--- src/pss_pkg.sv ---
// pss_pkg: types and constants shared by the preorder subtree scan block.
// Holds the channel payload structs, the queue entry type and the item kind codes.
// No dependencies.
package pss_pkg;

   localparam int ID_WIDTH    = 32;
   localparam int LEN_WIDTH   = 21;
   localparam int DEPTH_WIDTH = 8;

   // Item kind, decided by the front end.
   localparam logic KIND_SCAN  = 1'b0;
   localparam logic KIND_START = 1'b1;

   typedef struct packed {
      logic                 start_req;
      logic [ID_WIDTH-1:0]  entity_id;
      logic [ID_WIDTH-1:0]  parent_id;
   } pss_req_type;

   typedef struct packed {
      logic                   in_subtree;
      logic                   scan_done;
      logic                   stack_overflow;
      logic [DEPTH_WIDTH-1:0] depth;
   } pss_rsp_type;

   typedef struct packed {
      logic                kind;
      logic [ID_WIDTH-1:0] entity_id;
      logic [ID_WIDTH-1:0] parent_id;
   } pss_entry_type;

   // Head of the queue as seen by the back end.
   typedef struct packed {
      logic          valid;
      pss_entry_type entry;
   } pss_queue_type;

endpackage

--- src/pss_front.sv ---
// pss_front: input acceptance, item classification and a two-entry queue.
// Depends on pss_pkg.
module pss_front (
   input  logic               clock,
   input  logic               reset,
   input  logic               req_valid,
   output logic               req_stall,
   input  pss_pkg::pss_req_type   req_data,
   output pss_pkg::pss_queue_type q_head,
   input  logic               q_pop
);
   import pss_pkg::*;

   localparam int QDEPTH = 2;
   localparam int QW     = $clog2(QDEPTH);
   localparam int CW     = $clog2(QDEPTH + 1);

   pss_entry_type         slot_ff [QDEPTH];
   logic [QW-1:0]         wr_ptr_ff, wr_ptr_in;
   logic [QW-1:0]         rd_ptr_ff, rd_ptr_in;
   logic [CW-1:0]         cnt_ff, cnt_in;
   logic                  push;
   logic                  pop;
   pss_entry_type         new_entry;

   assign req_stall = (cnt_ff == CW'(QDEPTH));
   assign push      = req_valid && !req_stall;
   assign pop       = q_pop && (cnt_ff != '0);

   always_comb begin
      new_entry.kind      = req_data.start_req ? KIND_START : KIND_SCAN;
      new_entry.entity_id = req_data.entity_id;
      new_entry.parent_id = req_data.parent_id;
   end

   always_comb begin
      wr_ptr_in = push ? wr_ptr_ff + 1'b1 : wr_ptr_ff;
      rd_ptr_in = pop  ? rd_ptr_ff + 1'b1 : rd_ptr_ff;
      cnt_in    = cnt_ff + CW'(push) - CW'(pop);
   end

   always_ff @(posedge clock) begin
      if (reset) begin
         wr_ptr_ff <= '0;
         rd_ptr_ff <= '0;
         cnt_ff    <= '0;
      end else begin
         wr_ptr_ff <= wr_ptr_in;
         rd_ptr_ff <= rd_ptr_in;
         cnt_ff    <= cnt_in;
      end
   end

   always_ff @(posedge clock) begin
      if (push) begin
         slot_ff[wr_ptr_ff] <= new_entry;
      end
   end

   assign q_head.valid = (cnt_ff != '0);
   assign q_head.entry = slot_ff[rd_ptr_ff];

   a_cnt_bound: assert property (@(posedge clock) disable iff (reset)
      cnt_ff <= CW'(QDEPTH))
      else $error("queue count beyond depth");

   a_cnt_track: assert property (@(posedge clock) disable iff (reset)
      (push && !pop) |=> cnt_ff == $past(cnt_ff) + 1'b1)
      else $error("queue count did not advance on push");

endmodule

--- src/pss_back.sv ---
// pss_back: ancestor stack engine; pops one ancestor per compare/fetch pair.
// Holds the stack memory, scan state and the result register. Depends on pss_pkg.
module pss_back #(
   parameter int STACK_DEPTH = 128
) (
   input  logic                          clock,
   input  logic                          reset,
   input  pss_pkg::pss_queue_type        q_head,
   output logic                          q_pop,
   input  logic                          csr_write_enable,
   input  logic [pss_pkg::LEN_WIDTH-1:0] csr_write_data,
   output logic                          rsp_valid,
   input  logic                          rsp_stall,
   output pss_pkg::pss_rsp_type          rsp_data
);
   import pss_pkg::*;

   localparam int IW = $clog2(STACK_DEPTH);
   localparam int CW = $clog2(STACK_DEPTH + 1);

   localparam logic [1:0] ST_IDLE    = 2'd0;
   localparam logic [1:0] ST_COMPARE = 2'd1;
   localparam logic [1:0] ST_FETCH   = 2'd2;

   logic [ID_WIDTH-1:0]  stack_mem [STACK_DEPTH];
   logic [ID_WIDTH-1:0]  rd_data_ff;

   logic [1:0]           state_ff, state_in;
   logic [CW-1:0]        count_ff, count_in;
   logic                 finished_ff, finished_in;
   logic [LEN_WIDTH-1:0] position_ff, position_in;
   logic [LEN_WIDTH-1:0] len_ff;
   logic [ID_WIDTH-1:0]  tos_ff, tos_in;
   logic [ID_WIDTH-1:0]  ent_ff, ent_in;
   logic [ID_WIDTH-1:0]  par_ff, par_in;
   logic [LEN_WIDTH-1:0] pos_ff, pos_in;
   logic                 rsp_valid_ff, rsp_valid_in;
   pss_rsp_type          rsp_data_ff, rsp_data_in;

   logic                 out_free;
   logic                 emit;
   logic                 member;
   logic                 ovf;
   logic                 wr_en;
   logic [IW-1:0]        wr_addr;
   logic [ID_WIDTH-1:0]  wr_data;
   logic                 rd_en;
   logic [IW-1:0]        rd_addr;
   logic [CW-1:0]        count_less2;
   logic [LEN_WIDTH-1:0] pos_next;
   logic [LEN_WIDTH:0]   pos_plus1;
   logic [CW+7:0]        depth_wide;

   assign out_free    = !rsp_valid_ff || !rsp_stall;
   assign pos_next    = position_ff + 1'b1;
   assign pos_plus1   = {1'b0, pos_ff} + 1'b1;
   assign count_less2 = count_ff - CW'(2);

   always_comb begin
      state_in    = state_ff;
      count_in    = count_ff;
      finished_in = finished_ff;
      position_in = position_ff;
      tos_in      = tos_ff;
      ent_in      = ent_ff;
      par_in      = par_ff;
      pos_in      = pos_ff;
      q_pop       = 1'b0;
      emit        = 1'b0;
      member      = 1'b0;
      ovf         = 1'b0;
      wr_en       = 1'b0;
      wr_addr     = count_ff[IW-1:0];
      wr_data     = ent_ff;
      rd_en       = 1'b0;
      rd_addr     = count_less2[IW-1:0];

      unique case (state_ff)
         ST_IDLE: begin
            if (q_head.valid && out_free) begin
               q_pop  = 1'b1;
               ent_in = q_head.entry.entity_id;
               par_in = q_head.entry.parent_id;
               priority if (q_head.entry.kind == KIND_START) begin
                  wr_en       = 1'b1;
                  wr_addr     = '0;
                  wr_data     = q_head.entry.entity_id;
                  tos_in      = q_head.entry.entity_id;
                  count_in    = CW'(1);
                  position_in = '0;
                  finished_in = (len_ff <= LEN_WIDTH'(1));
                  emit        = 1'b1;
                  member      = 1'b1;
               end else if (finished_ff) begin
                  emit = 1'b1;
               end else if (pos_next >= len_ff) begin
                  finished_in = 1'b1;
                  emit        = 1'b1;
               end else begin
                  pos_in   = pos_next;
                  state_in = ST_COMPARE;
               end
            end
         end
         ST_COMPARE: begin
            priority if (count_ff == '0) begin
               if (out_free) begin
                  finished_in = 1'b1;
                  emit        = 1'b1;
                  state_in    = ST_IDLE;
               end
            end else if (tos_ff == par_ff) begin
               if (out_free) begin
                  if (count_ff >= CW'(STACK_DEPTH)) begin
                     ovf = 1'b1;
                  end else begin
                     wr_en    = 1'b1;
                     tos_in   = ent_ff;
                     count_in = count_ff + 1'b1;
                  end
                  position_in = pos_ff;
                  finished_in = (pos_plus1 >= {1'b0, len_ff});
                  emit        = 1'b1;
                  member      = 1'b1;
                  state_in    = ST_IDLE;
               end
            end else begin
               // Drop the top and fetch the one below it.
               count_in = count_ff - 1'b1;
               rd_en    = 1'b1;
               state_in = ST_FETCH;
            end
         end
         ST_FETCH: begin
            tos_in   = rd_data_ff;
            state_in = ST_COMPARE;
         end
         default: begin
            state_in = ST_IDLE;
         end
      endcase
   end

   always_comb begin
      depth_wide                 = {8'b0, count_in};
      rsp_data_in.in_subtree     = member;
      rsp_data_in.scan_done      = finished_in;
      rsp_data_in.stack_overflow = ovf;
      rsp_data_in.depth          = depth_wide[7:0];
      rsp_valid_in               = emit || (rsp_valid_ff && rsp_stall);
   end

   always_ff @(posedge clock) begin
      if (reset) begin
         state_ff     <= ST_IDLE;
         count_ff     <= '0;
         finished_ff  <= 1'b1;
         position_ff  <= '0;
         len_ff       <= LEN_WIDTH'(1);
         rsp_valid_ff <= 1'b0;
      end else begin
         state_ff     <= state_in;
         count_ff     <= count_in;
         finished_ff  <= finished_in;
         position_ff  <= position_in;
         rsp_valid_ff <= rsp_valid_in;
         if (csr_write_enable) begin
            len_ff <= csr_write_data;
         end
      end
   end

   always_ff @(posedge clock) begin
      tos_ff <= tos_in;
      ent_ff <= ent_in;
      par_ff <= par_in;
      pos_ff <= pos_in;
      if (emit) begin
         rsp_data_ff <= rsp_data_in;
      end
   end

   always_ff @(posedge clock) begin
      if (wr_en) begin
         stack_mem[wr_addr] <= wr_data;
      end
      if (rd_en) begin
         rd_data_ff <= stack_mem[rd_addr];
      end
   end

   assign rsp_valid = rsp_valid_ff;
   assign rsp_data  = rsp_data_ff;

   a_count_bound: assert property (@(posedge clock) disable iff (reset)
      count_ff <= CW'(STACK_DEPTH))
      else $error("stack count beyond depth");

   a_busy_active: assert property (@(posedge clock) disable iff (reset)
      (state_ff == ST_COMPARE || state_ff == ST_FETCH) |-> !finished_ff)
      else $error("stack walk while no scan is active");

   a_fetch_pop: assert property (@(posedge clock) disable iff (reset)
      (state_ff == ST_FETCH) |-> count_ff == $past(count_ff) - 1'b1)
      else $error("fetch without a pop");

   a_live_member: assert property (@(posedge clock) disable iff (reset)
      (rsp_valid_ff && !rsp_data_ff.scan_done) |-> rsp_data_ff.in_subtree)
      else $error("active scan reported a non-member");

endmodule

--- src/preorder_subtree_scan.sv ---
// preorder_subtree_scan: top level of the subtree membership scanner.
// Joins the front end queue (pss_front) to the stack engine (pss_back); uses pss_pkg.
//
//   channel  direction  handshake            payload
//   req_     in         req_valid/req_stall  pss_req_type (start_req, entity_id, parent_id)
//   rsp_     out        rsp_valid/rsp_stall  pss_rsp_type (in_subtree, scan_done,
//                                            stack_overflow, depth)
//   csr_     in         csr_write_enable     csr_write_data = array_length
//
// A start item, an item while no scan is active and an item past the array end are
// answered from the idle state of the stack engine. A scanning item moves on to the
// compare state and pops ancestors: each pop is a compare then a registered stack read.
// Reset is synchronous; the stack needs no clearing pass and the scan comes up done.
// A stalled result holds in the output register while the two-entry queue keeps
// taking transactions until it fills.
module preorder_subtree_scan #(
   parameter int STACK_DEPTH = 128
) (
   input  logic                          clock,
   input  logic                          reset,
   input  logic                          req_valid,
   output logic                          req_stall,
   input  pss_pkg::pss_req_type          req_data,
   output logic                          rsp_valid,
   input  logic                          rsp_stall,
   output pss_pkg::pss_rsp_type          rsp_data,
   input  logic                          csr_write_enable,
   input  logic [pss_pkg::LEN_WIDTH-1:0] csr_write_data
);
   import pss_pkg::*;

   // Queue head handed from the front end to the stack engine.
   pss_queue_type q_head;
   logic          q_pop;

   // Accept and classify transactions; hold them until the engine is free.
   pss_front u_front (
      .clock     (clock),
      .reset     (reset),
      .req_valid (req_valid),
      .req_stall (req_stall),
      .req_data  (req_data),
      .q_head    (q_head),
      .q_pop     (q_pop)
   );

   // Walk the ancestor stack and produce one result per transaction.
   pss_back #(
      .STACK_DEPTH (STACK_DEPTH)
   ) u_back (
      .clock            (clock),
      .reset            (reset),
      .q_head           (q_head),
      .q_pop            (q_pop),
      .csr_write_enable (csr_write_enable),
      .csr_write_data   (csr_write_data),
      .rsp_valid        (rsp_valid),
      .rsp_stall        (rsp_stall),
      .rsp_data         (rsp_data)
   );

endmodule

--- config.mk ---
export PLATFORM = sky130hd
export DESIGN_NAME = preorder_subtree_scan
export DESIGN_NICKNAME = d
export VERILOG_FILES = /design/src/pss_pkg.sv /design/src/pss_front.sv /design/src/pss_back.sv /design/src/preorder_subtree_scan.sv
export SDC_FILE = /design/constraint.sdc
export NUM_CORES = 2
export LEC_CHECK = 0
export ABC_AREA = 1
export BUFFER_PORTS_ARGS = -buffer_cell sky130_fd_sc_hd__buf_2
export CAP_MARGIN = 20
export CORE_ASPECT_RATIO = 0.6
export CORE_MARGIN = 4
export CORE_UTILIZATION = 35
export DETAILED_ROUTE_END_ITERATION = 8
export HOLD_SLACK_MARGIN = 0.15
export SYNTH_ARGS = -nofsm -noshare
export SYNTH_HDL_FRONTEND = slang
export SYNTH_HIERARCHICAL = 1
export SYNTH_MEMORY_MAX_BITS = 65536
export SYNTH_SLANG_ARGS = --single-unit
--- constraint.sdc ---
create_clock -name clock -period 5.71 [get_ports clock]
set_input_delay 0.8565 -clock clock [delete_from_list [all_inputs] [get_ports clock]]
set_output_delay 0.8565 -clock clock [all_outputs]
set_load 0.02 [all_outputs]
==> flow_metrics.env <==
export IMPL_status="finished, final reports clean"
export IMPL_port_buffers=103
export IMPL_endpoint_kind="flip-flop"
export IMPL_synth_ff_type="edfxtp_1"
export IMPL_cts_buffers=373
export IMPL_htree_levels=5
export IMPL_synthCells=13800
export IMPL_final_nets=13900
export IMPL_coreArea_sq_um=501000
export IMPL_gr_usage_all_layers_pct=20.8
export IMPL_grt_pass1_vias=104000
export IMPL_ioPinCount=104
export IMPL_hold_violations=0
export IMPL_tritoncts_num_sinks=4445
export IMPL_grt_max_degree=214
export IMPL_floorplan_rows=201
export IMPL_slew_limit_headroom_pct=21.0
export IMPL_maxCapViolations=0
export IMPL_whs_path_depth=3
export IMPL_start_util_pct=35.3
export IMPL_clk_pin_slew_ns=0.07
export IMPL_r2r_end="u_back/stack_mem[49][23]"
export IMPL_num_fill_cells=46500
export IMPL_drive_above_1_share_pct=8.88
export IMPL_worstSetupPathType="reg2reg"
export IMPL_syn_area_sq_um=177000
export IMPL_period_needed_ns=4.80
export IMPL_min_delay_start="csr_write_data[0]"
export IMPL_post_drt_via_cell_ratio=5.64
export IMPL_grt_setup_unrepaired="false"
export IMPL_worstPathArrival_ns=5.45
export IMPL_dieArea_sq_um=517000
export IMPL_ant_nets=0
export IMPL_ys_ff_latch=4445
export IMPL_final_max_slew_viol_count=0
export IMPL_hp_class="in2reg"
export IMPL_tritoncts="done"
export IMPL_syn_avg_cell_area_sq_um=12.8
export IMPL_clock_path_buffers=4
export IMPL_vdd_drop_max_uv=1260
export IMPL_wl_mm=565
export IMPL_overflow=0
export IMPL_post_drt_wl_per_cell_um=27.2
export IMPL_firstDrtPassIters=8
export IMPL_cts_resized_gates=0
export IMPL_placed_cell_area_sq_um=187000
export IMPL_p_leak_nw=65.0
export IMPL_crit_required_ns=6.37
export IMPL_dp_slack_ns=0.814
export IMPL_worstSkewPairLatency_ns=0.98
export IMPL_syn_num_nets=14000
export IMPL_synthArstFlopShare_pct=0
export IMPL_hold_ws_ns=0.216
export IMPL_worstMarginPinSlew_ns=1.19
export IMPL_critPathLaunchType="flip-flop"
export IMPL_ff2ff_path_depth=7
export IMPL_final_area_sq_um=200000
export IMPL_antenna_found_initial=37
export IMPL_synth_cell_type_count=42
export IMPL_yosysSeqAreaShare_pct=75.2
export IMPL_fin_ws_ns=0.914
export IMPL_setup_tns_ns=0
export IMPL_reg2reg_slack_ns=0.91
export IMPL_die_x_um=926
export IMPL_dp_hpwl_mm=333
export IMPL_synth_edff_count=4386
export IMPL_fin_crit_sh_pct=84.0
export IMPL_cp_max_fo=23
export IMPL_whs_endpoint="u_back/len_ff[0]"
export IMPL_vias=117000
export IMPL_clockRootBuffer="clkbuf_16"
export IMPL_setup_viol=0
export IMPL_grt_pass1_wl_mm=793
export IMPL_yosysWarnings=6
export IMPL_fmax_mhz=208
export IMPL_drt_iter0_markers=20300
export IMPL_drc=0
export IMPL_clock_skew_final_ns=0.0745
export IMPL_syn_to_final_growth_pct=13.1
export IMPL_powerDensity_nw_per_um2=635
export IMPL_place_congestion=0.915
export IMPL_die_h_um=559
routing by layer:
layer / track usage [%] / vias to the layer above / wire length [um] / part of all wire (%)
li1: - / 50700 / - / -
met1: 31.6 / 58600 / 241000 / 43
met2: 27.0 / 7196 / 220000 / 39
met3: 9.33 / 680 / 91300 / 16
met4: 4.17 / 10 / 11900 / 2.1
met5: 0.403 / - / 368 / 0.065
report_power, final:
group | internal [W] | switching [W]
Clock | 0.0139 | 0.0119
Combinational | 0.0111 | 0.0462
Sequential | 0.0432 | 0.000577
Total | 0.0682 | 0.0587
placed cells by master, fill, tap and decap left out, drive strengths merged, types with 2 or more instances in the layout:
cell	n
nor3b	2
edfxtp	4386
nor2	2304
nand3b	3
o21ai	2087
nand2	1492
a21oi	68
nor4	6
ha	57
dfxtp	59
a31oi	35
o22ai	1024
nor3	9
xor2	32
o21bai	2
and3	2
mux2	65
clkbuf	458
nand4	16
nand3	1025
dlygate4sd3	66
inv	155
buf	474
bufinv	36
xnor2	38
clkinv	153
clkinvlp	11
diode	14
o211ai	3
state kept, by name, summed over array words and instances, names as in the netlist, named ones only:
name / cells
u_back/stack_mem: 4096
u_back/len_ff: 21
u_front/cnt_ff: 2
u_back/state_ff: 2
u_back/tos_ff: 32
u_back/rsp_data: 11
u_front/wr_ptr_ff: 1
u_front/rd_ptr_ff: 1
u_back/rsp_valid: 1
u_back/par_ff: 32
u_back/count_ff: 8
u_back/pos_ff: 21
u_back/finished_ff: 1
u_back/position_ff: 21
u_front/slot_ff: 130
u_back/rd_data_ff: 32
u_back/ent_ff: 32
Yosys cell counts (3+ instances only):
master | count | share of area (%)
mux2_4 | 50 | 0.42
buf_6 | 14 | 0.089
inv_2 | 3 | 0.0064
xor2_1 | 32 | 0.16
o211ai_1 | 3 | 0.013
buf_2 | 151 | 0.43
ha_1 | 57 | 0.40
buf_1 | 90 | 0.19
nand3_1 | 1024 | 2.9
dfxtp_1 | 59 | 0.67
nor2_2 | 5 | 0.018
xnor2_1 | 38 | 0.19
nor2_1 | 2298 | 4.9
mux2_2 | 15 | 0.096
nor3_1 | 9 | 0.025
o22ai_1 | 1024 | 3.6
o21ai_1 | 8 | 0.023
nand2_4 | 8 | 0.051
o21ai_0 | 2078 | 5.9
a21oi_1 | 68 | 0.19
nand2_1 | 1482 | 3.1
a31oi_1 | 35 | 0.12
nor4_1 | 6 | 0.021
nand4_1 | 16 | 0.057
nand3b_1 | 3 | 0.013
clkbuf_1 | 702 | 1.5
edfxtp_1 | 4386 | 74
inv_1 | 141 | 0.30
critical path: stages, from the launching register on:
cell and delay, ns:
dfxtp_4 0.56, mux2_2 0.42, nand2_2 0.29, clkinv_1 0.20, nor3_1 0.85, nand2_1 0.90, nor2_4 0.92, buf_4 0.31
final cells by class:
| class | count | area, sq um | share of cell area (%) |
|---|---|---|---|
| inverters | 146 | 596 | 0.298 |
| diodes | 14 | 35.0 | 0.0175 |
| multi-input cells | 8274 | 40800 | 20.4 |
| flip-flops and latches | 4445 | 133000 | 66.5 |
| clock inverters | 209 | 2000 | 1.00 |
| repair buffers | 540 | 5460 | 2.73 |
| clock buffers | 458 | 9840 | 4.92 |
| well taps | 6699 | 8380 | 4.19 |
per-stage QoR:
stage | cells | utilization, % | total power (W)
final | 20800 | 39.9 | 0.127
after global routing | 20800 | 39.9 | 0.130
after CTS | 20700 | 39.8 | 0.124
after detailed placement | 20000 | 37.3 | 0.0985
after global placement | 20000 | 37.2 | 0.0983
after floorplan | 13800 | - | 0.0701
cell families after synthesis:
group	synth area share, %
AOI/OAI and AO/OA	9.89
xor gates and xnor gates	0.347
adders and majority gates	0.403
buffers and inverters	2.52
DFF	75.2
muxes	0.520
and+or+nand+nor	11.2
how the worst max path moves through the flow:
stage / endpoint / slack, ns / cells past startpoint
3_3_place_gp: u_back/stack_mem[54][20] / -0.21 / 9
2_1_floorplan: u_back/stack_mem[0][10] / 0.64 / 8
3_5_place_dp: u_back/stack_mem[50][20] / 0.81 / 9
5_1_grt: u_back/stack_mem[81][1] / 0.87 / 11
6_report: u_back/stack_mem[49][23] / 0.91 / 7
4_1_cts: u_back/stack_mem[50][3] / 1.07 / 6
repair_timing:
| item | in CTS | in global routing |
|---|---|---|
| hold endpoints to repair | 131 | 0 |
| hold buffers | 66 | 0 |
| buffers inserted | 0 | 0 |
(Power assumes the default switching activity.)
